$ cat src/rtl/core/box_plane_sphere_classify_assert.svh
// assertion macros for the box plane sphere classifier
`ifndef BOX_PLANE_SPHERE_CLASSIFY_ASSERT_SVH
`define BOX_PLANE_SPHERE_CLASSIFY_ASSERT_SVH
`ifndef SYNTH
`define BPSC_ASSERT_IMP(lbl, ck, rstn, a, b) \
  lbl: assert property (@(posedge ck) disable iff (!rstn) (a) |-> (b)) \
    else $error("bpsc assertion failed");
`define BPSC_ASSERT_NXT(lbl, ck, rstn, a, b) \
  lbl: assert property (@(posedge ck) disable iff (!rstn) (a) |=> (b)) \
    else $error("bpsc assertion failed");
`else
`define BPSC_ASSERT_IMP(lbl, ck, rstn, a, b)
`define BPSC_ASSERT_NXT(lbl, ck, rstn, a, b)
`endif
`endif

$ cat src/rtl/core/bpsc_pkg.sv
// shared types and constants for the box plane sphere classifier
`timescale 1ns / 1ps
`default_nettype none
package bpsc_pkg;
  localparam int COORD_BITS_DEF = 32;
  localparam int FRAC_BITS      = 16;
  localparam int CFG_IDX_BITS   = 3;

  localparam logic OP_PLANE  = 1'b0;
  localparam logic OP_SPHERE = 1'b1;

  localparam logic [1:0] VERDICT_ZERO = 2'b00;
  localparam logic [1:0] VERDICT_POS  = 2'b01;
  localparam logic [1:0] VERDICT_NEG  = 2'b11;

  localparam logic [CFG_IDX_BITS-1:0] REG_CENTER_X = 3'd0;
  localparam logic [CFG_IDX_BITS-1:0] REG_CENTER_Y = 3'd1;
  localparam logic [CFG_IDX_BITS-1:0] REG_CENTER_Z = 3'd2;
  localparam logic [CFG_IDX_BITS-1:0] REG_HALF_X   = 3'd3;
  localparam logic [CFG_IDX_BITS-1:0] REG_HALF_Y   = 3'd4;
  localparam logic [CFG_IDX_BITS-1:0] REG_HALF_Z   = 3'd5;
  localparam logic [CFG_IDX_BITS-1:0] REG_RADIUS   = 3'd6;
  localparam logic [CFG_IDX_BITS-1:0] REG_TOL      = 3'd7;

  typedef struct packed {
    logic valid;
    logic op;
  } ctl_t;
endpackage
`default_nettype wire

$ cat src/rtl/core/bpsc_accum.sv
// stages 3 and 4: center dot sum, corner offsets, corner distances
`timescale 1ns / 1ps
`default_nettype none
module bpsc_accum #(
  parameter int W  = bpsc_pkg::COORD_BITS_DEF,
  localparam int DW = 2*W+4
) (
  input  wire logic               clk,
  input  wire logic               rst_n,
  input  wire bpsc_pkg::ctl_t     ctl,
  input  wire logic signed [2*W+1:0] prod [3],
  input  wire logic signed [2*W-1:0] nh [3],
  input  wire logic [2*W+1:0]     osq,
  input  wire logic [2*W-3:0]     isq,
  input  wire logic               ipos,
  output bpsc_pkg::ctl_t          ctl_r,
  output logic signed [DW-1:0]    d_r,
  output logic signed [DW-1:0]    di_r [8],
  output logic [2*W+1:0]          osq_r,
  output logic [2*W-3:0]          isq_r,
  output logic                    ipos_r
);
  bpsc_pkg::ctl_t         ctl3_r;
  logic signed [DW-1:0]   d3_r;
  logic signed [DW-1:0]   q3_r [8];
  logic [2*W+1:0]         osq3_r;
  logic [2*W-3:0]         isq3_r;
  logic                   ipos3_r;
  logic signed [DW-1:0]   q_nxt [8];

  // corner bit k set selects the minus half extent on axis k
  always_comb begin
    for (int j = 0; j < 8; j++) begin
      q_nxt[j] = '0;
      for (int k = 0; k < 3; k++) begin
        if (j[k]) begin
          q_nxt[j] = q_nxt[j] - DW'(nh[k]);
        end else begin
          q_nxt[j] = q_nxt[j] + DW'(nh[k]);
        end
      end
    end
  end

  always_ff @(posedge clk) begin
    if (!rst_n) begin
      ctl3_r <= '0;
      ctl_r  <= '0;
    end else begin
      ctl3_r <= ctl;
      ctl_r  <= ctl3_r;
    end
  end

  always_ff @(posedge clk) begin
    d3_r    <= DW'(prod[0]) + DW'(prod[1]) + DW'(prod[2]);
    q3_r    <= q_nxt;
    osq3_r  <= osq;
    isq3_r  <= isq;
    ipos3_r <= ipos;
    d_r     <= d3_r;
    for (int j = 0; j < 8; j++) begin
      di_r[j] <= d3_r + q3_r[j];
    end
    osq_r   <= osq3_r;
    isq_r   <= isq3_r;
    ipos_r  <= ipos3_r;
  end
endmodule
`default_nettype wire

$ cat config.mk
export PLATFORM = sky130hd
export DESIGN_NAME = bpsc_accum
export DESIGN_NICKNAME = d
export VERILOG_FILES = /design/src/rtl/core/box_plane_sphere_classify_assert.svh /design/src/rtl/core/bpsc_pkg.sv /design/src/rtl/core/bpsc_accum.sv
export SDC_FILE = /design/constraint.sdc
export NUM_CORES = 2
export LEC_CHECK = 0
export BUFFER_PORTS_ARGS = -buffer_cell sky130_fd_sc_hd__buf_2
export CORE_ASPECT_RATIO = 2
export CORE_MARGIN = 1.5
export CORE_UTILIZATION = 45
export DETAILED_ROUTE_END_ITERATION = 7
export GPL_TIMING_DRIVEN = 0
export PLACE_DENSITY_LB_ADDON = 0.08
export SYNTH_ARGS = -nofsm -noshare
export SYNTH_HDL_FRONTEND = slang
export SYNTH_SLANG_ARGS = --single-unit
$ cat constraint.sdc
create_clock -name clk -period 8.5 [get_ports clk]
set_input_delay 0.85 -clock clk [delete_from_list [all_inputs] [get_ports clk]]
set_output_delay 0.85 -clock clk [all_outputs]
set_load 0.03 [all_outputs]
---- Yosys cells after proc, flatten, opt, wreduce, memory -nomap -nowiden ----
Index checks and enable logic that the tools add are counted.
word-level totals
  flip-flop bits (word level) ............. 1480
  output and inout port bits .............. 743
  word-level logic and storage cells ...... 51
operators by class
  $add $sub $neg .......................... 23
operators by type and width
  cell                   number
  $add 68x68->68         4
  $add 65x64->66         3
  $sub 65x64->66         3
  $add 68x66->68         2
  $add 68x67->68         2
  $add 66x64->67         2
  $sub 66x64->67         2
  $add 67x66->68         1
  $add 66x66->67         1
  $add 64x64->65         1
  $sub 1x64->65 const A  1
  $sub 64x64->65         1

---- Logic depth before layout (Yosys ltp) ----
  depth after elaboration ................. 3
  mapped depth ............................ 35
  mapped depth without buffers ............ 33

---- Worst setup path before layout ----
OpenSTA, ideal clock, no wires.
  path kind ............................... input port to flip-flop
  start ................................... in nh[132] (netlist name)
  end ..................................... reg, netlist name q3_r[474]
  arrival time ............................ 8.025 ns
  data required time ...................... 8.379 ns
  slack ................................... 0.354 ns
  stages on the path ...................... 34
  path through ............................ nor4_1 -> nand2_1 -> or2_2 -> or3_1 -> nor4_1 -> xnor2_1 -> ha_1 -> clkbuf_1 -> inv_1 -> nand3_1 -> a21oi_1 -> o31a_1 -> a2111oi_0 -> o31ai_1 -> a21o_1 -> a21oi_1 -> o21bai_1 -> a21boi_0 -> mux2i_1 -> nand2_1 -> ha_1 -> clkbuf_1 -> nor2_1 -> nand3_1 -> nor4b_1 -> inv_1 -> a2111oi_0 -> nor2_1 -> a21oi_1 -> a21o_1 -> o211ai_1 -> o21ai_0 -> a2111oi_0 -> mux2_2
RTL lines
  element          RTL line          source
  start, declared  bpsc_accum.sv:12  input wire logic signed [2*W-1:0] nh [3],

==> reports/results.tsv <==
stage	metric	value	unit
timing	finalCritPeriodShare	97.8	%
worst_hold_path	worstHoldPathType	input port to flop	
grt	grt_overflow	0	
status	status	complete, but fails checks	
layout	fin_area	127000	sq um
die	start_util	45.2	%
timing	hold_violations	0	
synth	ys.warnings.count	0	
synth	synth.area.top_cells	dfxtp_1 (27%), ha_1 (16%), xnor2_1 (8.5%)	
routing	via_count	113033	
timing	worstMarginPinSlew	1.64	ns
worst_setup_path	worstSetupEndpointType	flop	
layout	fillers	24607	
worst_setup_path	crit_path_start_kind	input port	
worst_setup_path	required	9.28	ns
routing	drc	1	
synth	synth_nets	15570	
placement	dp_hpwl	472	mm
layout	fin_util	52.1	%
die	dieArea	247000	sq um
routing	drtIter0Drc	11431	
die	die_h	702	microns
status	violations	design-rule violations, max-capacitance violations, max-slew violations	
clock_network	cts.htree.levels	4	
grt	grt_usage	45.4	%
synth	ys.flop_type	dfxtp_1	
worst_setup_path	critical_path.startpoint	nh[136]	
layout	seq_area	29300	sq um
routing	vias_per_cell	6.10	
placement	dpl_worst_slack	-2.36	ns
synth	yosys.area_share.simple	15.4	%
routing	ant_nets	0	
clock_network	cts.clk_slew.worst_paths	0.07	ns
placement	dp_cells	18077	
synth	synth_edf_count	0	
timing	clock_skew	0.0775	ns
grt	grt_pass1_vias	107673	
worst_hold_path	holdPathStages	1	
routing	drt-pass1-iter-count	8	
worst_hold_path	holdCritStartpoint	isq[20]	
synth	synth_cell_types	92	
clock_network	clock_path_buffers	4	
timing	setup_viol	0	
timing	timing.max_slew.rel_slack	-9.41	%
worst_setup_path	worst-r2r-setup-slack	0.62	ns
die	placementRows	256	
power_and_ir_drop	power_density	518	nW/um^2
routing	totalWireLength	569	mm
synth	synth_fa_ha_area_share	17.2	%
layout	fin_nets	17011	
layout	syn2layout_area_growth	15.3	%
worst_setup_path	slowest_delay	0.57	ns
power_and_ir_drop	vdd_ir_drop_max	0.000391	V
worst_setup_path	arrival	9.09	ns
worst_setup_path	crit_slowest_cell	a221oi_1	
die	die_width	352	microns
placement	dpl-instance-area	120000	sq um
die	core_area	243000	sq um
clock_network	clock_sinks	1462	
worst_setup_path	crit_path_max_fanout	10	
placement	port_buffers	1265	
timing	period_minus_slack	8.31	ns
synth	synth_xor_area_share	10.8	%
synth	syn_area_per_cell	8.09	sq um
job	maxCapViolations	14	
synth	syn_area	110000	sq um
synth	muxShareOfSynthArea	0.0740	%
grt	grt_pass1_wl	805	mm
synth	synth-compound-area-share	25.3	%
layout	layout-drive-gt1-share	11.3	%
worst_setup_path	path_class	input port to flop	
layout	stdcell_count	18536	
synth	seq_area_frac_synth	26.6	%
timing	setup_ws	0.185	ns
power_and_ir_drop	power	65.6	mW
synth	syn_inst	13587	
worst_hold_path	holdPathEnd	isq3_r[20]$_DFF_P_	
die	num_io_pins	1266	
clock_network	cts-root-buf	clkbuf_16	
placement	place_congestion	1.12	
synth	synth.top_cell.area_share	26.6	%
clock_network	numCtsBuffers	150	
timing	slew_violations	123	
grt	grt_start_max_net_pins	18	
clock_network	clk_latency	0.92	ns
worst_setup_path	r2r-start	d3_r[0]$_DFF_P_	
synth	yosysTopAreaCell	dfxtp_1	
synth	synth_top_family_by_area	compound AO/OA/AOI/OAI gates	
worst_setup_path	r2r-end	di_r[200]$_DFF_P_	
clock_network	cts_tree	built	
timing	hold-worst-slack	0.0264	ns
worst_setup_path	rr_worst_depth	16	
grt	grt_antenna_before_repair	194	
layout	multi_input_area	75900	sq um
power_and_ir_drop	power.leakage	55.7	nW
synth	ys_ff_latch	1462	
synth	ys_async_sr_fraction	0	%
timing	clock.fmax	0.120	GHz
timing	setup_tns	0	ns
routing	wl_per_cell	30.7	microns
kinds of logic (layout without fill, tap and decap cells):
| logic type | Yosys count | in the layout |
|---|---|---|
| simple gates | 3552 | 3552 |
| other cells | 0 | 173 |
| compound gates | 4435 | 4435 |
| flops | 1462 | 1462 |
| fa+ha+maj | 1460 | 1460 |
| xor+xnor | 1354 | 1354 |
| mux | 8 | 8 |
| buf+inv | 1316 | 2867 |
cells in the final DEF (no fill, tap or decap), drive strengths merged, types with 159 or more instances in the layout:
cell type / instances
inv: 767
a21o: 461
a21oi: 1663
dfxtp: 1462
nand3: 254
nor2: 1194
xor2: 282
buf: 1331
o21ai: 774
nor3: 260
clkbuf: 662
xnor2: 1072
nor2b: 159
nand4: 255
nor4: 160
diode: 173
ha: 1373
nand2: 782
o21bai: 372
power breakdown:
group | internal [mW] | switching (mW) | leakage (nW)
Sequential | 10.5 | 2.92 | 12.3
Combinational | 14.4 | 30.4 | 40.8
Clock | 4.23 | 3.18 | 2.55
Total | 29.1 | 36.5 | 55.7
how the worst max path moves through the flow:
stage,end,slack [ns],cells after the start
final,q3_r[335]$_DFF_P_,0.19,30
after detailed placement,q3_r[474]$_DFF_P_,-2.36,35
after floorplan,q3_r[474]$_DFF_P_,0.35,34
after global placement,q3_r[474]$_DFF_P_,-2.38,35
after CTS,q3_r[474]$_DFF_P_,0.02,35
after global routing,q3_r[474]$_DFF_P_,-0.009,32
what timing repair did:
| action | CTS | global route |
|---|---|---|
| gates resized for setup | 11 | 51 |
| pin swaps | 1 | 3 |
| setup buffers | 1 | 5 |
| endpoints found under the setup margin | 73 | 55 |
| hold endpoints to repair | 0 | 23 |
| hold buffers | 0 | 23 |
routing by layer:
metal	vias up	global-route usage [%]	part of all wire (%)	routed length (microns)
met1	52348	42.5	31	178000
met2	6232	72.7	45	257000
met5	-	0.980	0.016	91
met3	2708	12.7	7.6	43000
li1	51731	-	-	-
met4	14	57.3	16	90900
final cells by class:
class	instances	area share, %
Antenna cell	173	0.342
Buffer	523	1.59
Clock buffer	192	3.26
Clock inverter	70	0.889
Inverter	781	2.32
Multi-Input combinational cell	10809	60.0
Sequential cell	1462	23.1
Tap cell	3225	3.19
Timing Repair Buffer	1301	5.33
Yosys cell counts (25+ instances only):
library cell / n
a21oi_1: 1663
dfxtp_1: 1462
ha_1: 1373
nor2_1: 1194
xnor2_1: 1072
nand2_1: 782
o21ai_0: 762
inv_1: 753
clkbuf_1: 482
a21o_1: 461
o21bai_1: 372
xor2_1: 282
nor3_1: 260
nand4_1: 255
nand3_1: 253
nor2b_1: 159
nor4_1: 157
o31ai_1: 152
a31oi_1: 143
nand2b_1: 138
a211oi_1: 121
o21a_1: 119
fa_1: 87
o211ai_1: 74
and3_1: 63
or3_1: 62
a21boi_0: 59
and2_1: 57
o31a_1: 49
a221oi_1: 48
o41ai_1: 41
or2_2: 38
buf_1: 34
a41oi_1: 32
a211o_1: 30
a311oi_1: 28
clkinv_1: 28
and4_1: 25
o221ai_1: 25
flip-flops by register name, summed over array words and instances, names as in the netlist:
signal and count:
isq3_r 62, ctl3_r 2, di_r 538, osq_r 66, isq_r 62, d3_r 68
ctl_r 2, osq3_r 66, ipos_r 1, q3_r 526, d_r 68, ipos3_r 1
critical path, delay by kind of cell:
kind                       cells  cell delay (ns)
AOI/OAI and AO/OA             12             3.62
and+or+nand+nor               11             2.77
buffers and inverters          3             0.77
adders and majority gates      2             0.68
xor gates and xnor gates       2             0.38
Note: power is estimated with default switching activity, not from simulation.
