--- config.mk ---
export PLATFORM = sky130hd
export DESIGN_NAME = bpsc_decide
export DESIGN_NICKNAME = d
export VERILOG_FILES = /design/src/rtl/core/box_plane_sphere_classify_assert.svh /design/src/rtl/core/bpsc_pkg.sv /design/src/rtl/core/bpsc_decide.sv
export SDC_FILE = /design/constraint.sdc
export NUM_CORES = 1
export LEC_CHECK = 0
export ABC_CLOCK_PERIOD_IN_PS = 12550
export BUFFER_PORTS_ARGS = -buffer_cell sky130_fd_sc_hd__buf_2
export CAP_MARGIN = 20
export CORE_AREA = 10 10 304 306
export DETAILED_ROUTE_END_ITERATION = 6
export DIE_AREA = 0 0 314 316
export GPL_ROUTABILITY_DRIVEN = 0
export PLACE_DENSITY = 0.54
export SETUP_SLACK_MARGIN = 0.15
export SLEW_MARGIN = 40
export SYNTH_ARGS = -nofsm -noshare
export SYNTH_HDL_FRONTEND = slang
export SYNTH_SLANG_ARGS = --single-unit
--- constraint.sdc ---
create_clock -name clk -period 12.55 [get_ports clk]
set_clock_uncertainty 0.15 [all_clocks]
set_input_delay 2.51 -clock clk [delete_from_list [all_inputs] [get_ports clk]]
set_output_delay 2.51 -clock clk [all_outputs]
set_load 0.05 [all_outputs]
--- src/rtl/core/box_plane_sphere_classify_assert.svh ---
// assertion macros for the box plane sphere classifier
`ifndef BOX_PLANE_SPHERE_CLASSIFY_ASSERT_SVH
`define BOX_PLANE_SPHERE_CLASSIFY_ASSERT_SVH
`ifndef SYNTH
`define BPSC_ASSERT_IMP(lbl, ck, rstn, a, b) \
  lbl: assert property (@(posedge ck) disable iff (!rstn) (a) |-> (b)) \
    else $error("bpsc assertion failed");
`define BPSC_ASSERT_NXT(lbl, ck, rstn, a, b) \
  lbl: assert property (@(posedge ck) disable iff (!rstn) (a) |=> (b)) \
    else $error("bpsc assertion failed");
`else
`define BPSC_ASSERT_IMP(lbl, ck, rstn, a, b)
`define BPSC_ASSERT_NXT(lbl, ck, rstn, a, b)
`endif
`endif

--- src/rtl/core/bpsc_pkg.sv ---
// shared types and constants for the box plane sphere classifier
`timescale 1ns / 1ps
`default_nettype none
package bpsc_pkg;
  localparam int COORD_BITS_DEF = 32;
  localparam int FRAC_BITS      = 16;
  localparam int CFG_IDX_BITS   = 3;

  localparam logic OP_PLANE  = 1'b0;
  localparam logic OP_SPHERE = 1'b1;

  localparam logic [1:0] VERDICT_ZERO = 2'b00;
  localparam logic [1:0] VERDICT_POS  = 2'b01;
  localparam logic [1:0] VERDICT_NEG  = 2'b11;

  localparam logic [CFG_IDX_BITS-1:0] REG_CENTER_X = 3'd0;
  localparam logic [CFG_IDX_BITS-1:0] REG_CENTER_Y = 3'd1;
  localparam logic [CFG_IDX_BITS-1:0] REG_CENTER_Z = 3'd2;
  localparam logic [CFG_IDX_BITS-1:0] REG_HALF_X   = 3'd3;
  localparam logic [CFG_IDX_BITS-1:0] REG_HALF_Y   = 3'd4;
  localparam logic [CFG_IDX_BITS-1:0] REG_HALF_Z   = 3'd5;
  localparam logic [CFG_IDX_BITS-1:0] REG_RADIUS   = 3'd6;
  localparam logic [CFG_IDX_BITS-1:0] REG_TOL      = 3'd7;

  typedef struct packed {
    logic valid;
    logic op;
  } ctl_t;
endpackage
`default_nettype wire

--- src/rtl/core/bpsc_decide.sv ---
// stage 5: comparisons and verdict register
`timescale 1ns / 1ps
`default_nettype none
module bpsc_decide #(
  parameter int W  = bpsc_pkg::COORD_BITS_DEF,
  localparam int DW = 2*W+4
) (
  input  wire logic               clk,
  input  wire logic               rst_n,
  input  wire bpsc_pkg::ctl_t     ctl,
  input  wire logic signed [DW-1:0] d,
  input  wire logic signed [DW-1:0] di [8],
  input  wire logic [2*W+1:0]     osq,
  input  wire logic [2*W-3:0]     isq,
  input  wire logic               ipos,
  input  wire logic [W-2:0]       rad,
  input  wire logic [W-2:0]       tol,
  output logic                    valid_r,
  output logic [1:0]              verdict_r
);
  logic signed [DW-1:0] lim, tolw;
  logic [7:0]           in_band, above;
  logic [1:0]           verdict_nxt;

  always_comb begin
    lim  = $signed(DW'(W'(rad) + W'(tol))) <<< bpsc_pkg::FRAC_BITS;
    tolw = $signed(DW'(tol)) <<< bpsc_pkg::FRAC_BITS;
    for (int j = 0; j < 8; j++) begin
      in_band[j] = (di[j] >= -tolw) && (di[j] <= tolw);
      above[j]   = di[j] > tolw;
    end
    if (ctl.op == bpsc_pkg::OP_PLANE) begin
      if (d > lim) begin
        verdict_nxt = bpsc_pkg::VERDICT_POS;
      end else if (d < -lim) begin
        verdict_nxt = bpsc_pkg::VERDICT_NEG;
      end else if (|in_band) begin
        verdict_nxt = bpsc_pkg::VERDICT_ZERO;
      end else if (&above) begin
        verdict_nxt = bpsc_pkg::VERDICT_POS;
      end else if (above == 8'h00) begin
        verdict_nxt = bpsc_pkg::VERDICT_NEG;
      end else begin
        verdict_nxt = bpsc_pkg::VERDICT_ZERO;
      end
    end else begin
      // d holds the squared center distance for spheres
      if (d > $signed(DW'(osq))) begin
        verdict_nxt = bpsc_pkg::VERDICT_NEG;
      end else if (ipos && (d < $signed(DW'(isq)))) begin
        verdict_nxt = bpsc_pkg::VERDICT_POS;
      end else begin
        verdict_nxt = bpsc_pkg::VERDICT_ZERO;
      end
    end
  end

  always_ff @(posedge clk) begin
    if (!rst_n) begin
      valid_r <= 1'b0;
    end else begin
      valid_r <= ctl.valid;
    end
  end

  always_ff @(posedge clk) begin
    verdict_r <= verdict_nxt;
  end
endmodule
`default_nettype wire

# Word-level counts from Yosys, hierarchy flattened
# Cells that the tools add are included.
# W data, S select, Z words.
dict set report classes {
  addsub 3
  reduce_logical 12
  muxes 8
  order_cmp 28
}
# operator n
set ops {}
lappend ops {{$ge A68 B68 Y1} 8}
lappend ops {{$gt A68 B48 Y1} 8}
lappend ops {{$le A68 B48 Y1} 8}
lappend ops {{$gt A68 B49 Y1} 1}
lappend ops {{$gt A68 B67 Y1} 1}
lappend ops {{$lt A68 B63 Y1} 1}
lappend ops {{$lt A68 B68 Y1} 1}
lappend ops {{$neg A47 Y68} 1}
lappend ops {{$neg A48 Y68} 1}
lappend ops {{$add A31 B31 Y32} 1}
lappend ops {{$mux W2} 7}
lappend ops {{$logic_and A1 B1 Y1} 9}
lappend ops {{$logic_not A8 Y1} 1}
lappend ops {{$reduce_and A8 Y1} 1}
lappend ops {{$reduce_or A8 Y1} 1}
lappend ops {{$mux W1} 1}
dict set report totals {
  word_cells 53
  out_inout_bits 3
  input_bits 807
  register_bits 3
}

# Logic depth before layout (Yosys ltp)
# Gate-level depths: netlist of the first run.
dict set report logic_depth {
  ltp_word 8
  mapped_depth 25
  depth_no_buf 24
}

# Worst setup path after synthesis of the first run
# OpenSTA, ideal clock, no wires.
dict set report synth_timing {
  path_kind {in2reg}
  from {input port tol[3]}
  to {register verdict_r[1]}
  n_path_buf 2
  required_ps 12313
  path_slack_ps 4352
  cell_stages 21
  t_arrival_ps 7961
  setup_time_ps 87
  path_cell_list {inv_1 -> nand4_1 -> nor3_1 -> nand3_1 -> nor4_1 -> nand2_1 -> or4_1 -> clkbuf_1 -> clkbuf_1 -> nor3_1 -> ha_1 -> nand4_1 -> or4_1 -> or2_0 -> o221a_2 -> and3b_1 -> o32ai_1 -> o2111ai_1 -> nor4_1 -> a21oi_1 -> o31ai_1}
}
dict set report synth_between {
  elab_chain_cells 8
  elab_cells_between_ends 46
  cone_classes {3 x add/sub; 26 x order compare; 6 x mux; 11 x reduce/logical}
}
# item line_no
set synth_rtl {}
lappend synth_rtl {{start, declared} bpsc_decide.sv:17} ;# input wire logic [W-2:0] tol,
lappend synth_rtl {{branches (longest 6 deep; another with $neg A48 Y68)} n/a}
lappend synth_rtl {{$mux W2 (*)} bpsc_decide.sv:33} ;# if (d > lim) begin
lappend synth_rtl {{$mux W2 (*)} bpsc_decide.sv:32} ;# if (ctl.op == bpsc_pkg::OP_PLANE) begin
lappend synth_rtl {{net verdict_nxt[1]} bpsc_decide.sv:23} ;# logic [1:0] verdict_nxt;
lappend synth_rtl {{end signal, assigned} bpsc_decide.sv:67} ;# verdict_r <= verdict_nxt;
lappend synth_rtl {{end, declared} bpsc_decide.sv:19} ;# output logic [1:0] verdict_r
# Mark *: on every way through the listed nets, which the timed path passes.
# A chain may end at the register's enable or synchronous reset.

# Worst setup path in the final report of the first run
# Same ends and word-level chain as after synthesis.

==> impl_metrics.env, run 1 <==
export IMPL_grt_max_degree=22
export IMPL_finalSetupTns_ns=0
export IMPL_tritoncts="built"
export IMPL_start_kind="input pin"
export IMPL_cp_max_fo=14
export IMPL_ys_types=95
export IMPL_fin_crit_sh_pct=78.44
export IMPL_dpl_hpwl_mm=128.6
export IMPL_post_cts_buffers=0
export IMPL_vias_per_cell=5.554
export IMPL_hp_class="in -> reg"
export IMPL_worstPathCellList="buf_2, inv_1, nand4_1, nor3_1, nand3_1, nor4_2, nand2_1, or4_1, nor3_1, buf_4, ha_1, nand4_1, or4_1, or2_0, o221a_2, and3b_1, o32ai_1, o2111ai_1, nor4_1, buf_4, a21oi_1, o31ai_1"
export IMPL_core_area_um2=86210
export IMPL_initial_utilization_pct=27.52
export IMPL_crit_start="tol[3]"
export IMPL_crit_slowest_cell="or4_1"
export IMPL_die_area_um2=99220
export IMPL_worst_hold_slack_ns=2.355
export IMPL_first_pass_iters=5
export IMPL_finalSetupViolCount=0
export IMPL_wl_mm=140.0
export IMPL_rsz0062_at_grt="no"
export IMPL_die_height_um=316
export IMPL_cts_num_sinks=3
export IMPL_final_cell_mix="ha_1 (908), buf_2 (809), a21oi_1 (326)"
export IMPL_grt_pass1_vias=28250
export IMPL_fill_cells=9268
export IMPL_cellLeakagePower_uw=0.01592
export IMPL_numCtsBuffers=3
export IMPL_drc_errors=0
export IMPL_cts_resized=0
export IMPL_path_depth=22
export IMPL_fmax_mhz=101.6
export IMPL_drtAntennaViolNets=0
export IMPL_critPathTopFamily="simple AND/OR/NAND/NOR gates"
export IMPL_drt_iter0_drc=1925
export IMPL_syn_nets=4753
export IMPL_fin_util_pct=34.54
export IMPL_cp_arrival_ns=9.83
export IMPL_ys_seq_elements=3
export IMPL_tightest_slew_ns=0.8948
export IMPL_synth_edff_count=0
export IMPL_path_buf_inv=4
export IMPL_finalMaxSlewViolations=0
export IMPL_crit_type="in -> reg"
export IMPL_rows=108
export IMPL_grt_ovfl_total=0
export IMPL_portBuffers=809
export IMPL_grt_usage_pct=26.64
export IMPL_num_nets_final=5596
export IMPL_drv_cap=0
export IMPL_clk_pin_slew_ns=0.03
export IMPL_multi_input_area_um2=22890
export IMPL_status="finished, final reports clean"
export IMPL_finalHoldViolCount=0
export IMPL_synth_top_flop_cell="dfxtp_1"
export IMPL_avgSynthCellArea_um2=7.812
export IMPL_yosys_warnings=0
export IMPL_ys_seq_area_share_pct=0.2532
export IMPL_synth_cells=3037
export IMPL_clock_path_buffers=2
export IMPL_dpl_cell_area_um2=29630
export IMPL_die_x_um=314
export IMPL_slew_headroom_pct=39.79
export IMPL_fin_area_um2=29780
export IMPL_required_ns=12.54
export IMPL_wl_per_cell_um=27.72
export IMPL_pin_count=810
export IMPL_grt_pass1_wl_mm=195.5
export IMPL_vias=28060
export IMPL_async_flop_share_pct=0
export IMPL_vdd_drop_max_uv=36.93
export IMPL_setup_ws_ns=2.705
export IMPL_syn2layout_area_growth_pct=25.52
export IMPL_netlist_area_um2=23720
export IMPL_cts_root_buf="clkbuf_16"
export IMPL_drive_gt1_share_pct=23.82
export IMPL_setup_worst_path_end_class="register"
export IMPL_regArea_um2=60.06
export IMPL_antenna_found_initial=69
export IMPL_final_common_cell="ha_1"
export IMPL_fin_crit_ns=9.845
export IMPL_endpoint="verdict_r[1]$_DFF_P_"
export IMPL_pre_cts_slack_ns=2.233
export IMPL_cts_max_level=1
export IMPL_cp_slowest_stage_delay_ns=0.82
export IMPL_hold_buffers=0
export IMPL_powerDensity_nw_per_um2=37.59
-- layer usage --
layer | track usage, % | vias up | share of wire [%]
li1 | - | 13630 | -
met1 | 29.69 | 12930 | 38
met2 | 49.10 | 1162 | 49
met3 | 5.223 | 284 | 7.1
met4 | 10.51 | 52 | 4.8
met5 | 0 | - | 0.25
-- per-stage QoR --
stage	cells	total power, uW
detailed placement	5030	1060
global placement	5029	1045
floorplan	3037	599.8
finish	5052	1119
CTS	5034	1119
global route	5041	1247
-- cell families after synthesis --
kind of cell	synth area share [%]
AND/OR/NAND/NOR	21.50
adder cells (fa/ha/maj)	47.97
AO/OA/AOI/OAI	23.39
buffers and inverters	3.977
XOR/XNOR	2.869
flip-flops	0.2532
multiplexers	0.04219
-- how the worst min path moves through the flow --
stage | slack (ns) | from | cells after the start | to
after CTS | 2.36 | rst_n | 2 | valid_r$_SDFF_PN0_
after global routing | 2.37 | rst_n | 2 | valid_r$_SDFF_PN0_
after detailed placement | 2.58 | rst_n | 2 | valid_r$_SDFF_PN0_
after global placement | 2.57 | rst_n | 2 | valid_r$_SDFF_PN0_
after floorplan | 2.46 | ctl[0] | 1 | verdict_r[1]$_DFF_P_
final | 2.36 | rst_n | 2 | valid_r$_SDFF_PN0_
-- cell type report --
class                           count  share of cell area, %
Antenna cell                       18                 0.1513
Clock buffer                        4                 0.2647
Inverter                          226                  2.849
Multi-Input combinational cell   2789                  76.87
Sequential cell                     3                 0.2017
Tap cell                         1155                  4.853
Timing Repair Buffer              857                  14.81
-- cell usage after synthesis (33+ instances only) --
cell type | n | area (um^2)
a211oi_1 | 33 | 247.7
a21o_1 | 148 | 1111
a21oi_1 | 326 | 1632
and4_1 | 51 | 446.7
ha_1 | 908 | 11360
inv_1 | 225 | 844.6
nand2_1 | 231 | 867.1
nand3_1 | 78 | 390.4
nand4_1 | 148 | 925.9
nor2_1 | 120 | 450.4
nor3_1 | 77 | 385.4
nor4_1 | 90 | 563.0
o21ai_0 | 146 | 730.7
xnor2_1 | 57 | 499.2
-- sequential cells by signal, indices dropped and copies added, names as in the netlist --
signal,flops
valid_r,1
verdict_r,2
-- power breakdown --
group	internal [uW]	switching, uW	total (uW)
clock network	42.0	9.94	52.0
registers	10.4	0.642	11.0
logic	428	629	1060
Note: power is estimated with default switching activity, not from simulation.
==> inputs of run 2 (changes only) <==
--- a/config.mk
+++ b/config.mk
@@ -5,7 +5,7 @@
 export SDC_FILE = /design/constraint.sdc
 export NUM_CORES = 1
 export LEC_CHECK = 0
-export ABC_CLOCK_PERIOD_IN_PS = 12550
+export ABC_CLOCK_PERIOD_IN_PS = 9410
 export BUFFER_PORTS_ARGS = -buffer_cell sky130_fd_sc_hd__buf_2
 export CAP_MARGIN = 20
 export CORE_AREA = 10 10 304 306
==> constraint.sdc (replaced) <==
create_clock -name clk -period 9.41 [get_ports clk]
set_clock_uncertainty 0.15 [all_clocks]
set_input_delay 1.882 -clock clk [delete_from_list [all_inputs] [get_ports clk]]
set_output_delay 1.882 -clock clk [all_outputs]
set_load 0.05 [all_outputs]
==> run 2 against run 1 <==
  * Clock power up 34%
  * Combinational power up 33%
  * Critical endpoint unchanged
  * Cell count down 0.14%
  * Critical path type unchanged
  * Largest power group unchanged
  * Setup slack worse by 1.9 ns
  * Global-route usage up 0.094 points
==> impl_metrics.env, run 2 (synthesized netlist as in run 1, its figures left out) <==
export IMPL_rsz0062_at_grt="no"
export IMPL_final_common_cell="ha_1"
export IMPL_rows=108
export IMPL_post_cts_buffers=0
export IMPL_initial_utilization_pct=27.52
export IMPL_hold_buffers=0
export IMPL_finalSetupViolCount=0
export IMPL_place_detailed_instances=5027
export IMPL_clock_path_buffers=2
export IMPL_cp_common_cell="a21oi_1"
export IMPL_cts_root_buf="clkbuf_16"
export IMPL_grt_pass1_wl_mm=195.7
export IMPL_slew_headroom_pct=34.87
export IMPL_grt_max_degree=22
export IMPL_largest_register="verdict_r"
export IMPL_grt_usage_pct=26.73
export IMPL_portBuffers=809
export IMPL_core_area_um2=86210
export IMPL_syn2layout_area_growth_pct=25.53
export IMPL_setup_worst_path_end_class="register"
export IMPL_fin_area_um2=29780
export IMPL_hold_path_depth=2
export IMPL_vdd_drop_max_uv=51.83
export IMPL_drt_iter0_drc=1664
export IMPL_drc_errors=0
export IMPL_vias=27910
export IMPL_worstPathCellList="buf_2, inv_1, nand4_1, nor3_1, and4_1, nand3_1, nor3_1, nand2_1, nor4_1, xnor2_2, ha_1, a21oi_1, o21ai_0, a221oi_1, o211ai_1, a2111oi_0, a21oi_1, o21ba_2, nor4_1, buf_4, a21oi_1, o31ai_1"
export IMPL_cp_arrival_ns=8.59
export IMPL_status="finished, final reports clean"
export IMPL_min_to="valid_r$_SDFF_PN0_"
export IMPL_finalNonFillerCells=5045
export IMPL_min_from="rst_n"
export IMPL_reg_top3="verdict_r: 2 flops, valid_r: 1 flops"
export IMPL_first_pass_iters=5
export IMPL_wl_mm=140.4
export IMPL_cp_max_fo=13
export IMPL_die_x_um=314
export IMPL_fin_crit_ns=8.607
export IMPL_clk_pin_slew_ns=0.03
export IMPL_pin_count=810
export IMPL_wl_per_cell_um=27.82
export IMPL_crit_type="in -> reg"
export IMPL_finalPower_uw=1491
export IMPL_required_ns=9.40
export IMPL_cts_num_sinks=3
export IMPL_hp_class="in -> reg"
export IMPL_tritoncts="built"
export IMPL_vias_per_cell=5.532
export IMPL_finalHoldViolCount=0
export IMPL_start_kind="input pin"
export IMPL_grt_pass1_vias=27820
export IMPL_num_nets_final=5593
export IMPL_finalMaxSlewViolations=0
export IMPL_largest_register_ffs=2
export IMPL_cts_resized=0
export IMPL_cts_max_level=1
export IMPL_die_height_um=316
export IMPL_die_area_um2=99220
export IMPL_grt_ovfl_total=0
export IMPL_tightest_slew_ns=0.9681
export IMPL_fin_util_pct=34.54
export IMPL_antenna_found_initial=71
export IMPL_crit_slowest_cell="a2111oi_0"
export IMPL_drive_gt1_share_pct=23.92
export IMPL_fill_cells=9391
export IMPL_cp_slowest_stage_delay_ns=0.65
export IMPL_fin_crit_sh_pct=91.47
export IMPL_drtAntennaViolNets=0
export IMPL_final_cell_mix="ha_1 (908), buf_2 (809), a21oi_1 (326)"
export IMPL_finalSetupTns_ns=0
export IMPL_fmax_mhz=116.2
export IMPL_cellLeakagePower_uw=0.01593
export IMPL_drv_cap=0
export IMPL_powerDensity_nw_per_um2=50.07
export IMPL_dpl_hpwl_mm=128.6
export IMPL_numCtsBuffers=3
export IMPL_dpl_cell_area_um2=29650
run 2: changes by cell type in the layout (fill, tap and decap cells not counted), sizes merged:
cell	change
buf	-3
diode	-4
run 2: metrics by stage:
stage,setup WS [ns],hold slack [ns]
CTS,0.8916,1.717
detailed placement,0.6732,1.946
global route,0.4027,1.724
global placement,0.8092,1.945
floorplan,1.840,1.835
finish,0.8029,1.719
run 2: cell type report:
class                           count  area, um^2  share of cell area [%]
Sequential cell                     3       60.06                  0.2017
Antenna cell                       14       35.03                  0.1176
Clock buffer                        4       78.83                  0.2647
Inverter                          226       848.3                   2.848
Tap cell                         1155        1445                   4.853
Multi-Input combinational cell   2789       22930                   76.99
Timing Repair Buffer              854        4387                   14.73
run 2: worst max path at each step:
stage | startpoint | to | slack (ns) | cells after the start
floorplan | tol[3] | verdict_r[1]$_DFF_P_ | 1.84 | 21
global placement | tol[0] | verdict_r[1]$_DFF_P_ | 0.81 | 20
detailed placement | tol[5] | verdict_r[1]$_DFF_P_ | 0.67 | 22
CTS | tol[0] | verdict_r[1]$_DFF_P_ | 0.89 | 20
global route | tol[5] | verdict_r[1]$_DFF_P_ | 0.40 | 22
finish | tol[5] | verdict_r[1]$_DFF_P_ | 0.80 | 22
run 2: worst max-delay path, delay by kind of cell:
family | cells | cell delay, ns
fa+ha+maj | 1 | 0.37
simple gates | 8 | 3.27
xor+xnor | 1 | 0.34
compound gates | 9 | 2.01
buf+inv | 3 | 0.69
run 2: routing by layer:
metal	up-vias	track usage (%)	wire length, um
li1	13600	-	-
met1	12770	29.68	53780
met2	1197	48.83	68720
met3	288	5.582	10230
met4	60	11.28	7236
met5	-	0	390
run 2: report_power, final:
group	internal, uW	switching [uW]	leakage [uW]
registers	13.8	0.982	0.0000251
logic	569	838	0.0159
clock network	56.1	13.5	0.0000382
total	639	852	0.0159
