## config.mk

```make
export PLATFORM = sky130hd
export DESIGN_NAME = bpsc_front
export DESIGN_NICKNAME = d
export VERILOG_FILES = /design/src/rtl/core/box_plane_sphere_classify_assert.svh /design/src/rtl/core/bpsc_pkg.sv /design/src/rtl/core/bpsc_front.sv
export SDC_FILE = /design/constraint.sdc
export NUM_CORES = 1
export LEC_CHECK = 0
export ABC_AREA = 0
export BUFFER_PORTS_ARGS = -buffer_cell sky130_fd_sc_hd__clkbuf_2
export CAP_MARGIN = 20
export CELL_PAD_IN_SITES_DETAIL_PLACEMENT = 1
export CELL_PAD_IN_SITES_GLOBAL_PLACEMENT = 1
export CORE_AREA = 2 2 249 251
export CTS_BUF_LIST = sky130_fd_sc_hd__clkbuf_16
export DETAILED_ROUTE_END_ITERATION = 8
export DIE_AREA = 0 0 251 253
export PLACE_DENSITY = 0.73
export SETUP_SLACK_MARGIN = 0.05
export SYNTH_ARGS = -nofsm -noshare
export SYNTH_HDL_FRONTEND = slang
export SYNTH_SLANG_ARGS = --single-unit
```

## constraint.sdc

```tcl
create_clock -name clk -period 8 [get_ports clk]
set_clock_uncertainty 0.05 [all_clocks]
set_input_delay 1.6 -clock clk [delete_from_list [all_inputs] [get_ports clk]]
set_output_delay 1.6 -clock clk [all_outputs]
set_load 0.03 [all_outputs]
```

## src/rtl/core/box_plane_sphere_classify_assert.svh

```systemverilog
// assertion macros for the box plane sphere classifier
`ifndef BOX_PLANE_SPHERE_CLASSIFY_ASSERT_SVH
`define BOX_PLANE_SPHERE_CLASSIFY_ASSERT_SVH
`ifndef SYNTH
`define BPSC_ASSERT_IMP(lbl, ck, rstn, a, b) \
  lbl: assert property (@(posedge ck) disable iff (!rstn) (a) |-> (b)) \
    else $error("bpsc assertion failed");
`define BPSC_ASSERT_NXT(lbl, ck, rstn, a, b) \
  lbl: assert property (@(posedge ck) disable iff (!rstn) (a) |=> (b)) \
    else $error("bpsc assertion failed");
`else
`define BPSC_ASSERT_IMP(lbl, ck, rstn, a, b)
`define BPSC_ASSERT_NXT(lbl, ck, rstn, a, b)
`endif
`endif

```

## src/rtl/core/bpsc_pkg.sv

```systemverilog
// shared types and constants for the box plane sphere classifier
`timescale 1ns / 1ps
`default_nettype none
package bpsc_pkg;
  localparam int COORD_BITS_DEF = 32;
  localparam int FRAC_BITS      = 16;
  localparam int CFG_IDX_BITS   = 3;

  localparam logic OP_PLANE  = 1'b0;
  localparam logic OP_SPHERE = 1'b1;

  localparam logic [1:0] VERDICT_ZERO = 2'b00;
  localparam logic [1:0] VERDICT_POS  = 2'b01;
  localparam logic [1:0] VERDICT_NEG  = 2'b11;

  localparam logic [CFG_IDX_BITS-1:0] REG_CENTER_X = 3'd0;
  localparam logic [CFG_IDX_BITS-1:0] REG_CENTER_Y = 3'd1;
  localparam logic [CFG_IDX_BITS-1:0] REG_CENTER_Z = 3'd2;
  localparam logic [CFG_IDX_BITS-1:0] REG_HALF_X   = 3'd3;
  localparam logic [CFG_IDX_BITS-1:0] REG_HALF_Y   = 3'd4;
  localparam logic [CFG_IDX_BITS-1:0] REG_HALF_Z   = 3'd5;
  localparam logic [CFG_IDX_BITS-1:0] REG_RADIUS   = 3'd6;
  localparam logic [CFG_IDX_BITS-1:0] REG_TOL      = 3'd7;

  typedef struct packed {
    logic valid;
    logic op;
  } ctl_t;
endpackage
`default_nettype wire

```

## src/rtl/core/bpsc_front.sv

```systemverilog
// stage 1: center offsets and sphere radius sums
`timescale 1ns / 1ps
`default_nettype none
module bpsc_front #(
  parameter int W = bpsc_pkg::COORD_BITS_DEF
) (
  input  wire logic               clk,
  input  wire logic               rst_n,
  input  wire logic               accept,
  input  wire logic               op,
  input  wire logic signed [W-1:0] px, py, pz,
  input  wire logic signed [W-1:0] nx, ny, nz,
  input  wire logic [W-2:0]        sr,
  input  wire logic signed [W-1:0] cx, cy, cz,
  input  wire logic [W-2:0]        rad,
  input  wire logic [W-2:0]        tol,
  output bpsc_pkg::ctl_t           ctl_r,
  output logic signed [W:0]        v_r [3],
  output logic signed [W-1:0]      n_r [3],
  output logic [W:0]               outer_r,
  output logic signed [W:0]        inner_r
);
  bpsc_pkg::ctl_t ctl_nxt;

  always_comb begin
    ctl_nxt.valid = accept;
    ctl_nxt.op    = op;
  end

  always_ff @(posedge clk) begin
    if (!rst_n) begin
      ctl_r <= '0;
    end else begin
      ctl_r <= ctl_nxt;
    end
  end

  always_ff @(posedge clk) begin
    v_r[0]  <= (W+1)'(cx) - (W+1)'(px);
    v_r[1]  <= (W+1)'(cy) - (W+1)'(py);
    v_r[2]  <= (W+1)'(cz) - (W+1)'(pz);
    n_r[0]  <= nx;
    n_r[1]  <= ny;
    n_r[2]  <= nz;
    outer_r <= (W+1)'(rad) + (W+1)'(sr) + (W+1)'(tol);
    inner_r <= $signed((W+1)'(sr)) - $signed((W+1)'(tol)) - $signed((W+1)'(rad));
  end
endmodule
`default_nettype wire

```

* Word-level counts from Yosys, hierarchy flattened
Cells that the tools add are included.
** Word-level totals
- Register bits :: 263
- Bits of input ports :: 385
- Logic and storage cells :: 17
** Operators by class
- Add/subtract/negate cells :: 7
** Operators with widths (number)
- subtractor 32 x 32 -> 33 bit :: 4
- adder 32 x 31 -> 33 bit :: 1
- adder 31 x 31 -> 32 bit :: 1
- subtractor 31 x 31 -> 32 bit :: 1

* Depth between registers and ports, before layout
Gate-level depths: netlist (run 1).
- Depth after elaboration :: 2
- Depth in mapped cells :: 22
- Mapped depth without buffers :: 22

* Worst setup path before layout (run 1)
No wires, ideal clock.
- Kind :: in2reg
- Start point :: input port sr[0]
- End point :: register inner_r[30]
- Library setup time :: 0.062 ns
- Arrival :: 5.206 ns
- Required time :: 7.888 ns
- Setup slack :: 2.682 ns
- Cell stages on the path :: 22
- Path through :: inv_1 -> ha_1 -> inv_1 -> fa_1 -> a21oi_1 -> o21ai_1 -> nor2b_1 -> a21boi_1 -> o21ai_1 -> a21o_1 -> a21oi_1 -> xnor2_1 -> ha_1 -> a21oi_1 -> o21ai_1 -> a211o_1 -> a21oi_1 -> o211ai_1 -> nand2_1 -> o2bb2ai_1 -> or4_1 -> nand3_1
** Between the ends
- Longest elaborated chain between the ends :: 2
** RTL lines
- from (decl) :: line bpsc_front.sv:13 : input wire logic [W-2:0] sr,
- subtractor 31 x 31 -> 32 bit :: line bpsc_front.sv:46 : inner_r <= $signed((W+1)'(sr)) - $signed((W+1)'(tol)) - $signed((W+1)'(rad));
- subtractor 32 x 32 -> 33 bit :: line bpsc_front.sv:46
- to (signal assigned) :: line bpsc_front.sv:46
- to (decl) :: line bpsc_front.sv:21 : output logic signed [W:0] inner_r
Every way passes these cells.
A chain may end at the register's enable or synchronous reset.

* Final worst setup path (run 1)
Ends and elaborated chain as after synthesis.

==> impl_metrics.csv, run 1 <==
group,metric,value,unit
outcome,outcome,"completed",
yosys,yosys-mux-area-fraction,0.191,%
yosys,dominantRegCellSynth,"dfxtp_1",
power,total_power,0.00570,W
timing,layout_setup_ws,2350,ps
yosys,yosys.area_share.simple,11.9,%
floorplan,initial_utilization,25.7,%
finish,layout_common_cells,"647 x clkbuf_2, 262 x dfxtp_1, 227 x inv_1, 188 x ha_1, 140 x a21oi_1",
timing,maxClockFrequency,177,MHz
floorplan,design.portCount,648,
power,power.static_leakage,10.7,nW
yosys,post_synthesis_share_of_cell_area_spent_on_full_adders_half_adders_and_majority_gates,19.7,%
yosys,largest_family_of_logic_cells_by_synthesized_area,"compound AO/OA/AOI/OAI gates",
yosys,netlist_area_before_placement,0.0157,mm²
drt,post_drt_via_cell_ratio,4.75,
clock_network,cts_sinks,262,
floorplan,dieHeight,253,µm
grt,grt_first_pass_wirelength,97400,µm
timing,maxSlewViolCount,0,
finish,mostFrequentLayoutCell,"clkbuf_2",
drt,ant_nets,0,
drt,drt-total-wl,64800,µm
yosys,synth_async_sr_flop_share,0,%
drt,post_detailed_route_wirelength_per_cell,20.0,µm
grt,grt.overflow.total,0,
floorplan,die_area,0.0635,mm²
drt,dr_total_vias,15397,
clock_network,cts_inserted_buffers,35,
drt,drcViolationCount,0,
yosys,synthDistinctLibCells,72,
critical_path,crit_path_end_kind,"register",
critical_path,setup.worst_path.class,"in2reg",
finish,final_net_count,3036,
timing,worst_slew_pin_slew,833,ps
timing,setup_repair_after_global_routing_missed_its_margin,"false",
drt,detail_route.iter0.violations,472,
power,peakVddDrop,0.141,mV
yosys,number_of_enable_type_register_cells_in_the_synthesized_netlist,0,
clock_network,cts.repair_timing.setup_buffer_count,0,
yosys,syn_avg_cell_area,8.93,µm²
power,power_density_relative_to_cell_area,271,mW/mm²
placement,detailedPlace.worstSlack,1910,ps
placement,port_buffers,647,
placement,finalWeightedCongestion,0.925,
finish,drive_gt1_share,29.3,%
grt,first_global_vias,16950,
clock_network,cts_hold_buf,0,
timing,worst_hold_slack,1110,ps
clock_network,max-clock-path-buffers,3,
critical_path,worstSetupStartpointType,"input pin",
grt,grt_antenna_before_repair,10,
floorplan,core.rowCount,91,
timing,totalNegativeSetupSlack,0,ps
run,max_cap_violations,0,
grt,grt_start_max_net_pins,14,
yosys,synth_xor_xnor_area_share,8.70,%
yosys,syn-num-nets,2369,
critical_path,timing.critical_path.fanout_max,5,
yosys,synth_seq_area_share,33.4,%
timing,slew_headroom,44.3,%
placement,dp_hpwl,55900,µm
critical_path,worst-endpoint-arrival,6060,ps
floorplan,fp.coreArea,0.0610,mm²
hold_path,hold_path.class,"in2reg",
timing,finalCritPeriodShare,70.6,%
clock_network,htree_levels,2,
grt,grt_util_all_layers,19.8,%
timing,tmin_final,5650,ps
yosys,ys.warnings.count,0,
finish,area_growth,33.7,%
clock_network,cts-root-buf,"clkbuf_16",
timing,finalHoldViolations,0,
critical_path,worstPathRequired,8410,ps
finish,insertedDiodeCount,0,
drt,detail_route.first_pass.iterations,4,
floorplan,horizontal_extent_of_the_die,251,µm
clock_network,tritoncts,"built",
yosys,syn-instance-count,1759,
clock_network,clk_pin_slew_worst_paths,70,ps
yosys,ys_ff_latch,262,
yosys,post_synthesis_compound_gate_area_fraction,20.2,%
timing,number_of_endpoints_failing_setup_at_the_final_stage,0,
clock_network,post_cts.resized_instances,0,
==> worst max-delay path, cell delays in order <==
cell       delay, ps
clkbuf_2          80
inv_1            100
ha_1             190
inv_1             60
fa_1             400
a21oi_1          260
o21ai_1          180
nor2b_1          190
a21boi_1         260
o21ai_1          130
a21o_1           190
a21oi_1          180
xnor2_1          100
ha_1             250
a21oi_1          260
o21ai_1           90
a211o_1          300
a21oi_1          190
o211ai_1         200
nand2_1          170
o2bb2ai_1        140
or4_1            420
nand3_1           80
==> cell type report <==
type                       instances  area [µm²]
tap                              790         988
inverter                         224         841
sequential                       262        5250
clock buffer                      36         901
multi-input combinational       1253        9540
fill                            7401       40000
timing repair buffer             650        3260
clock inverter                    26         233
==> metrics by stage <==
| stage | util, % | cells | cell area (µm²) |
|---|---|---|---|
| after detailed placement | 32.6 | 3179 | 19900 |
| final | 34.4 | 3241 | 21000 |
| after CTS | 34.4 | 3241 | 21000 |
| after floorplan | - | 1759 | 15700 |
| after global placement | 32.6 | 3179 | 19900 |
| after global routing | 34.4 | 3241 | 21000 |
==> cells in the mapped netlist, types with 13 or more instances <==
| library cell | n | area share [%] |
|---|---|---|
| dfxtp_1 | 262 | 33 |
| inv_1 | 224 | 5.4 |
| ha_1 | 188 | 15 |
| a21oi_1 | 140 | 4.5 |
| xnor2_1 | 112 | 6.2 |
| nor2_1 | 101 | 2.4 |
| nand2_1 | 82 | 2.0 |
| a21o_1 | 65 | 3.1 |
| o21ai_0 | 48 | 1.5 |
| o21ai_1 | 47 | 1.5 |
| xor2_1 | 44 | 2.5 |
| fa_1 | 37 | 4.7 |
| nand3_1 | 35 | 1.1 |
| nor3_1 | 33 | 1.1 |
| nand2b_1 | 30 | 1.2 |
| nor2b_1 | 29 | 1.2 |
| a211oi_1 | 26 | 1.2 |
| o21a_1 | 26 | 1.2 |
| o211ai_1 | 22 | 1.1 |
| nand4_1 | 21 | 0.84 |
| o21bai_1 | 17 | 0.81 |
| a31oi_1 | 16 | 0.64 |
| clkbuf_1 | 13 | 0.31 |
==> path summary, 6_finish.rpt <==
check	startpoint	slack, ps	cells past startpoint	endpoint
worst max-delay path	sr[0]	2350	23	inner_r[30]
worst min-delay path	nx[30]	1110	1	n_r[94]
==> flip-flops by register name, summed over array words and instances (netlist names) <==
| name | flops |
|---|---|
| outer_r | 33 |
| v_r | 99 |
| ctl_r | 2 |
| inner_r | 32 |
| n_r | 96 |
==> routing by layer <==
| layer | vias up | wire [µm] | global-route usage, % |
|---|---|---|---|
| li1 | 7451 | - | - |
| met1 | 7402 | 26000 | 22.1 |
| met2 | 453 | 33000 | 36.9 |
| met3 | 83 | 4290 | 5.39 |
| met4 | 8 | 1450 | 4.88 |
| met5 | - | 57 | 0 |
==> kinds of logic after synthesis <==
| kind of cell | Yosys count |
|---|---|
| fa+ha+maj | 225 |
| flops | 262 |
| mux | 3 |
| compound gates | 486 |
| buf+inv | 244 |
| simple gates | 383 |
| xor+xnor | 156 |
==> power breakdown <==
| group | switching (W) | internal (W) | total, W |
|---|---|---|---|
| logic | 0.00162 | 0.000798 | 0.00241 |
| clock network | 0.000651 | 0.000920 | 0.00157 |
| registers | 0.000108 | 0.00160 | 0.00171 |
Note: power is estimated with default switching activity, not from simulation.
==> inputs of run 2 (changes only) <==
--- a/config.mk
+++ b/config.mk
@@ -5,16 +5,17 @@
 export SDC_FILE = /design/constraint.sdc
 export NUM_CORES = 1
 export LEC_CHECK = 0
-export ABC_AREA = 0
+export ABC_AREA = 1
 export BUFFER_PORTS_ARGS = -buffer_cell sky130_fd_sc_hd__clkbuf_2
 export CAP_MARGIN = 20
 export CELL_PAD_IN_SITES_DETAIL_PLACEMENT = 1
 export CELL_PAD_IN_SITES_GLOBAL_PLACEMENT = 1
-export CORE_AREA = 2 2 249 251
+export CORE_ASPECT_RATIO = 2
+export CORE_MARGIN = 2
+export CORE_UTILIZATION = 32
 export CTS_BUF_LIST = sky130_fd_sc_hd__clkbuf_16
 export DETAILED_ROUTE_END_ITERATION = 8
-export DIE_AREA = 0 0 251 253
-export PLACE_DENSITY = 0.73
+export PLACE_DENSITY = 0.9
 export SETUP_SLACK_MARGIN = 0.05
 export SYNTH_ARGS = -nofsm -noshare
 export SYNTH_HDL_FRONTEND = slang
==> constraint.sdc (replaced) <==
create_clock -name clk -period 5.15 [get_ports clk]
set_clock_uncertainty 0.05 [all_clocks]
set_input_delay 1.03 -clock clk [delete_from_list [all_inputs] [get_ports clk]]
set_output_delay 1.03 -clock clk [all_outputs]
set_load 0.03 [all_outputs]
==> impl_metrics.csv, run 2 <==
group,metric,value,unit
outcome,outcome,"completed",
hold_path,min_delay_path_depth,1,
critical_path,timing.critical_path.fanout_max,5,
run,max_cap_violations,0,
power,portion_of_total_power_attributed_to_combinational_logic,47.5,%
drt,detail_route.first_pass.iterations,5,
drt,dr_total_vias,23282,
power,p_seq_share,29.1,%
yosys,synth_largest_area_cell,"dfxtp_1",
floorplan,horizontal_extent_of_the_die,181,µm
drt,drcViolationCount,0,
clock_network,cts_sinks,262,
power,total_power,0.00918,W
grt,grt_util_all_layers,30.4,%
finish,largest_register,"v_r",
finish,drive_gt1_share,19.2,%
timing,maxSlewViolCount,0,
floorplan,core.rowCount,129,
hold_path,hold_path.class,"in2reg",
yosys,largest_cells_by_area_after_synthesis,"dfxtp_1 26%, nand2_1 23%, inv_1 14%, ha_1 12%, nor2_1 3.9%",
power,peakVddDrop,0.302,mV
finish,final_net_count,4540,
clock_network,max-clock-path-buffers,3,
clock_network,cts_inserted_buffers,28,
clock_network,post_cts.resized_instances,0,
finish,postLayoutCellArea,0.0252,mm²
critical_path,crit_path_end_kind,"register",
yosys,ys.warnings.count,0,
clock_network,cts-root-buf,"clkbuf_16",
clock_network,cts_hold_buf,0,
timing,setup_repair_after_global_routing_missed_its_margin,"false",
power,power.static_leakage,15.8,nW
critical_path,worstSetupStartpointType,"input pin",
floorplan,design.portCount,648,
power,p_switching,0.00432,W
yosys,dominantRegCellSynth,"dfxtp_1",
critical_path,worst-endpoint-arrival,4360,ps
clock_network,clk_pin_slew_worst_paths,70,ps
yosys,number_of_enable_type_register_cells_in_the_synthesized_netlist,0,
timing,worst_hold_slack,472,ps
drt,post_drt_via_cell_ratio,4.90,
timing,maxClockFrequency,259,MHz
finish,final_cell_count_no_fill,4750,
timing,number_of_endpoints_failing_setup_at_the_final_stage,0,
power,power_frac_clock,23.5,%
grt,grt_antenna_before_repair,21,
placement,finalWeightedCongestion,1.05,
yosys,ys_ff_latch,262,
drt,post_detailed_route_wirelength_per_cell,21.2,µm
yosys,synth_most_common_cell,"nand2_1",
placement,dp_hpwl,86500,µm
finish,reg_top3,"v_r (99), n_r (96), outer_r (33)",
drt,detail_route.iter0.violations,829,
grt,grt_first_pass_wirelength,146000,µm
clock_network,htree_levels,1,
grt,grt_start_max_net_pins,16,
finish,fill_cells,8501,
timing,worst_slew_pin_slew,730,ps
power,internal_power,0.00486,W
finish,sequential_cell_area,0.00525,mm²
critical_path,setup.worst_path.class,"in2reg",
yosys,yosysTopAreaCellShare,26.2,%
finish,layout_common_cells,"1251 x nand2_1, 732 x inv_1, 647 x clkbuf_2, 262 x dfxtp_1, 210 x nor2_1",
yosys,syn_avg_cell_area,6.16,µm²
floorplan,dieHeight,358,µm
grt,grt.overflow.total,0,
finish,largest_register_ff_count,99,
power,power_density_relative_to_cell_area,364,mW/mm²
timing,finalHoldViolations,0,
placement,placed_cells_incl_taps,4686,
timing,finalCritPeriodShare,75.0,%
finish,total_area_of_multi_input_combinational_cells,0.0120,mm²
yosys,synthDistinctLibCells,32,
placement,detailed_place.area,0.0243,mm²
timing,totalNegativeSetupSlack,0,ps
yosys,syn-instance-count,3254,
yosys,synth_async_sr_flop_share,0,%
yosys,synth_common_cells,"1251 x nand2_1, 729 x inv_1, 262 x dfxtp_1, 210 x nor2_1, 188 x ha_1",
finish,mostFrequentLayoutCell,"nand2_1",
critical_path,worstPathRequired,5640,ps
yosys,synth_seq_area_share,26.2,%
floorplan,initial_utilization,32.3,%
finish,area_growth,25.9,%
timing,slew_headroom,51.1,%
grt,first_global_vias,25382,
clock_network,cts.repair_timing.setup_buffer_count,0,
floorplan,die_area,0.0648,mm²
clock_network,tritoncts,"built",
placement,port_buffers,647,
timing,tmin_final,3860,ps
yosys,netlist_area_before_placement,0.0200,mm²
drt,drt-total-wl,101000,µm
yosys,syn-num-nets,3864,
floorplan,fp.coreArea,0.0620,mm²
drt,ant_nets,0,
power,p_sw_share,47.1,%
==> run 2: metal layers <==
metal / GRT usage (%) / vias to the layer above / wire, µm
li1: - / 11121 / -
met1: 24.9 / 10809 / 30500
met2: 58.5 / 964 / 51800
met3: 8.26 / 374 / 7840
met4: 27.5 / 14 / 10500
met5: 0 / - / 90
==> run 2: metrics by stage <==
step,util (%),worst slack (ps)
after floorplan,-,1610
after global placement,39.1,710
after detailed placement,39.1,669
after CTS,40.7,1310
after global routing,40.7,1100
final,40.7,1290
==> run 2: power by group through the flow <==
stage,registers [W],clock network [W],logic [W]
after floorplan,0.00347,0,0.00182
after global placement,0.00270,0,0.00423
after detailed placement,0.00271,0,0.00428
after CTS,0.00267,0.00223,0.00432
after global routing,0.00270,0.00228,0.00469
final,0.00267,0.00215,0.00436
==> run 2: final timing paths <==
check | startpoint | to | slack (ps)
max | sr[0] | inner_r[20] | 1290
min | ny[17] | n_r[49] | 470
==> run 2: kinds of logic (layout without fill, tap and decap cells) <==
| group | count (synthesis) | count (layout) | synth area share, % |
|---|---|---|---|
| simple gates | 1742 | 1742 | 35.3 |
| buf+inv | 732 | 1429 | 13.7 |
| flops | 262 | 262 | 26.2 |
| other cells | 0 | 13 | 0 |
| compound gates | 203 | 203 | 5.43 |
| xor+xnor | 90 | 90 | 3.93 |
| fa+ha+maj | 225 | 225 | 15.4 |
==> run 2: layout make-up <==
class / count / share of cell area [%]
inverter: 731 / 10.9
sequential: 262 / 20.8
multi-input combinational: 2260 / 47.7
antenna: 13 / 0.129
timing repair buffer: 647 / 12.8
clock buffer: 28 / 2.78
clock inverter: 23 / 1.00
tap: 786 / 3.90
==> run 2: worst max-delay path, cell delays in order <==
cell	delay, ps
clkbuf_2	80
inv_1	100
ha_1	160
inv_1	80
fa_1	400
nand2_1	80
nand2_1	90
nand3_1	80
nand2_1	130
nand2_1	130
nand2_2	120
nand2_1	110
nand2_1	50
nand2_1	50
nand2_1	50
ha_1	380
nand2_2	110
inv_1	100
nand2_2	90
nor3_1	350
nand4_1	290
nand3_1	160
nand2_1	60
nand2_1	60
==> inputs of run 3 (changes only) <==
--- a/config.mk
+++ b/config.mk
@@ -5,17 +5,16 @@
 export SDC_FILE = /design/constraint.sdc
 export NUM_CORES = 1
 export LEC_CHECK = 0
-export ABC_AREA = 1
+export ABC_AREA = 0
 export BUFFER_PORTS_ARGS = -buffer_cell sky130_fd_sc_hd__clkbuf_2
 export CAP_MARGIN = 20
 export CELL_PAD_IN_SITES_DETAIL_PLACEMENT = 1
 export CELL_PAD_IN_SITES_GLOBAL_PLACEMENT = 1
-export CORE_ASPECT_RATIO = 2
-export CORE_MARGIN = 2
-export CORE_UTILIZATION = 32
+export CORE_AREA = 2 2 253 255
 export CTS_BUF_LIST = sky130_fd_sc_hd__clkbuf_16
 export DETAILED_ROUTE_END_ITERATION = 8
-export PLACE_DENSITY = 0.9
+export DIE_AREA = 0 0 255 257
+export PLACE_DENSITY = 0.74
 export SETUP_SLACK_MARGIN = 0.05
 export SYNTH_ARGS = -nofsm -noshare
 export SYNTH_HDL_FRONTEND = slang
==> constraint.sdc (replaced) <==
create_clock -name clk -period 3.5 [get_ports clk]
set_clock_uncertainty 0.05 [all_clocks]
set_input_delay 0.7 -clock clk [delete_from_list [all_inputs] [get_ports clk]]
set_output_delay 0.7 -clock clk [all_outputs]
set_load 0.03 [all_outputs]
==> impl_metrics.csv, run 3 (synthesis gave the netlist of run 1 again) <==
group,metric,value,unit
finish,area_growth,51.5,%
outcome,violations,"negative setup slack",
finish,drive_gt1_share,39.8,%
floorplan,initial_utilization,25.0,%
power,p_sw_share,41.0,%
placement,finalWeightedCongestion,0.935,
drt,drcViolationCount,0,
timing,worst_slew_pin_slew,482,ps
critical_path,worst-endpoint-arrival,4400,ps
hold_path,hold_path.class,"in2reg",
finish,final_net_count,3317,
outcome,outcome,"finished, violations left",
timing,finalHoldViolations,0,
drt,met2RoutedLength,32600,µm
timing,finalCritPeriodShare,113,%
clock_network,tritoncts,"built",
critical_path,setup.worst_path.class,"in2reg",
finish,reg_top3,"v_r (99), n_r (96), outer_r (33)",
placement,dp_hpwl,55200,µm
timing,totalNegativeSetupSlack,-4890,ps
floorplan,core.rowCount,92,
finish,postLayoutCellArea,0.0238,mm²
drt,post_drt_via_cell_ratio,4.60,
timing,tmin_final,3970,ps
power,power_frac_clock,24.8,%
critical_path,crit_path_end_kind,"register",
drt,highest_layer,"met5",
drt,route.layer.met1.wl,24500,µm
power,p_seq_share,28.5,%
grt,first_global_vias,17793,
drt,drt-total-wl,65500,µm
floorplan,horizontal_extent_of_the_die,255,µm
timing,setup_repair_after_global_routing_missed_its_margin,"true",
floorplan,dieHeight,257,µm
clock_network,clk_pin_slew_worst_paths,60,ps
floorplan,die_area,0.0655,mm²
drt,dr_total_vias,16475,
power,total_power,0.0138,W
timing,maxClockFrequency,252,MHz
power,peakVddDrop,0.380,mV
timing,slew_headroom,67.7,%
placement,detailed_place.area,0.0221,mm²
floorplan,design.portCount,648,
run,max_cap_violations,0,
power,p_switching,0.00568,W
timing,number_of_endpoints_failing_setup_at_the_final_stage,18,
drt,detail_route.first_pass.iterations,5,
finish,largest_register,"v_r",
drt,post_detailed_route_wirelength_per_cell,18.3,µm
timing,maxSlewViolCount,0,
grt,grt_start_max_net_pins,14,
drt,ant_nets,0,
power,portion_of_total_power_attributed_to_combinational_logic,46.7,%
finish,layout_common_cells,"644 x clkbuf_2, 275 x buf_4, 262 x dfxtp_1, 224 x inv_1, 179 x ha_1",
drt,met3_wirelength,5500,µm
power,power_density_relative_to_cell_area,582,mW/mm²
clock_network,cts-root-buf,"clkbuf_16",
clock_network,htree_levels,2,
critical_path,timing.critical_path.fanout_max,3,
clock_network,cts_sinks,262,
power,power.static_leakage,12.2,nW
clock_network,max-clock-path-buffers,3,
grt,grt_util_all_layers,19.2,%
grt,grt_first_pass_wirelength,97500,µm
power,internal_power,0.00816,W
grt,grt.overflow.total,0,
clock_network,cts_inserted_buffers,35,
grt,grt_antenna_before_repair,9,
finish,fill_cells,7583,
drt,detail_route.iter0.violations,597,
critical_path,worstPathRequired,3930,ps
timing,layout_setup_ws,-469,ps
placement,placed_cells_incl_taps,3492,
timing,worst_hold_slack,203,ps
finish,final_cell_count_no_fill,3580,
placement,port_buffers,647,
floorplan,fp.coreArea,0.0627,mm²
finish,largest_register_ff_count,99,
finish,mostFrequentLayoutCell,"clkbuf_2",
critical_path,worstSetupStartpointType,"input pin",
## run 3: area by class of cell
type / count / area, µm² / area share [%]
Antenna cell: 4 / 10.0 / 0.0421
Clock buffer: 36 / 901 / 3.79
Clock inverter: 24 / 170 / 0.715
Inverter: 224 / 860 / 3.61
Multi-Input combinational cell: 1253 / 10100 / 42.5
Sequential cell: 262 / 5250 / 22.0
Tap cell: 846 / 1060 / 4.45
Timing Repair Buffer: 931 / 5440 / 22.9
## run 3: worst max-delay path, cell delays in order
cell and delay [ps]:
clkbuf_16 140, inv_16 50, ha_4 150, inv_2 40, fa_2 360, a21oi_4 160
o21ai_2 110, nand4_1 100, a31oi_1 80, buf_4 160, o21ai_2 140, nand2b_1 80
a21oi_2 140, xnor2_1 90, ha_1 330, and3_4 170, a211o_1 300, a21oi_2 150
o211ai_1 190, nand2_2 190, o2bb2ai_4 80, or4_1 400, nand3_1 80
## run 3: worst paths after layout
check  depth (start not counted)  startpoint           to
max                           23       sr[0]  inner_r[30]
min                            1      nz[31]      n_r[31]
## run 3: routing by layer
layer,vias to the layer above,track usage [%]
li1,8027,-
met5,-,0
met3,128,6.22
met4,6,8.72
met2,556,34.7
met1,7758,20.1
## run 3: power groups by stage
stage                     registers [W]  clock network (W)  logic [W]
after floorplan                 0.00526                  0    0.00235
after global placement          0.00400                  0    0.00601
after detailed placement        0.00401                  0    0.00611
after CTS                       0.00396            0.00357    0.00630
after global routing            0.00400            0.00367    0.00699
final                           0.00394            0.00343    0.00646
## run 3: stage by stage
step | util [%] | setup slack [ps]
6_report | 37.9 | -469
5_1_grt | 37.9 | -613
4_1_cts | 37.4 | -403
3_5_place_dp | 35.2 | -1270
3_3_place_gp | 35.2 | -1190
2_1_floorplan | - | -546
## run 3: what timing repair did
item                       CTS  global route
setup endpoints to repair   23            31
pin swaps                   49            57
buffers inserted            12            12
hold buffers                 0             0
resized for setup           39            52
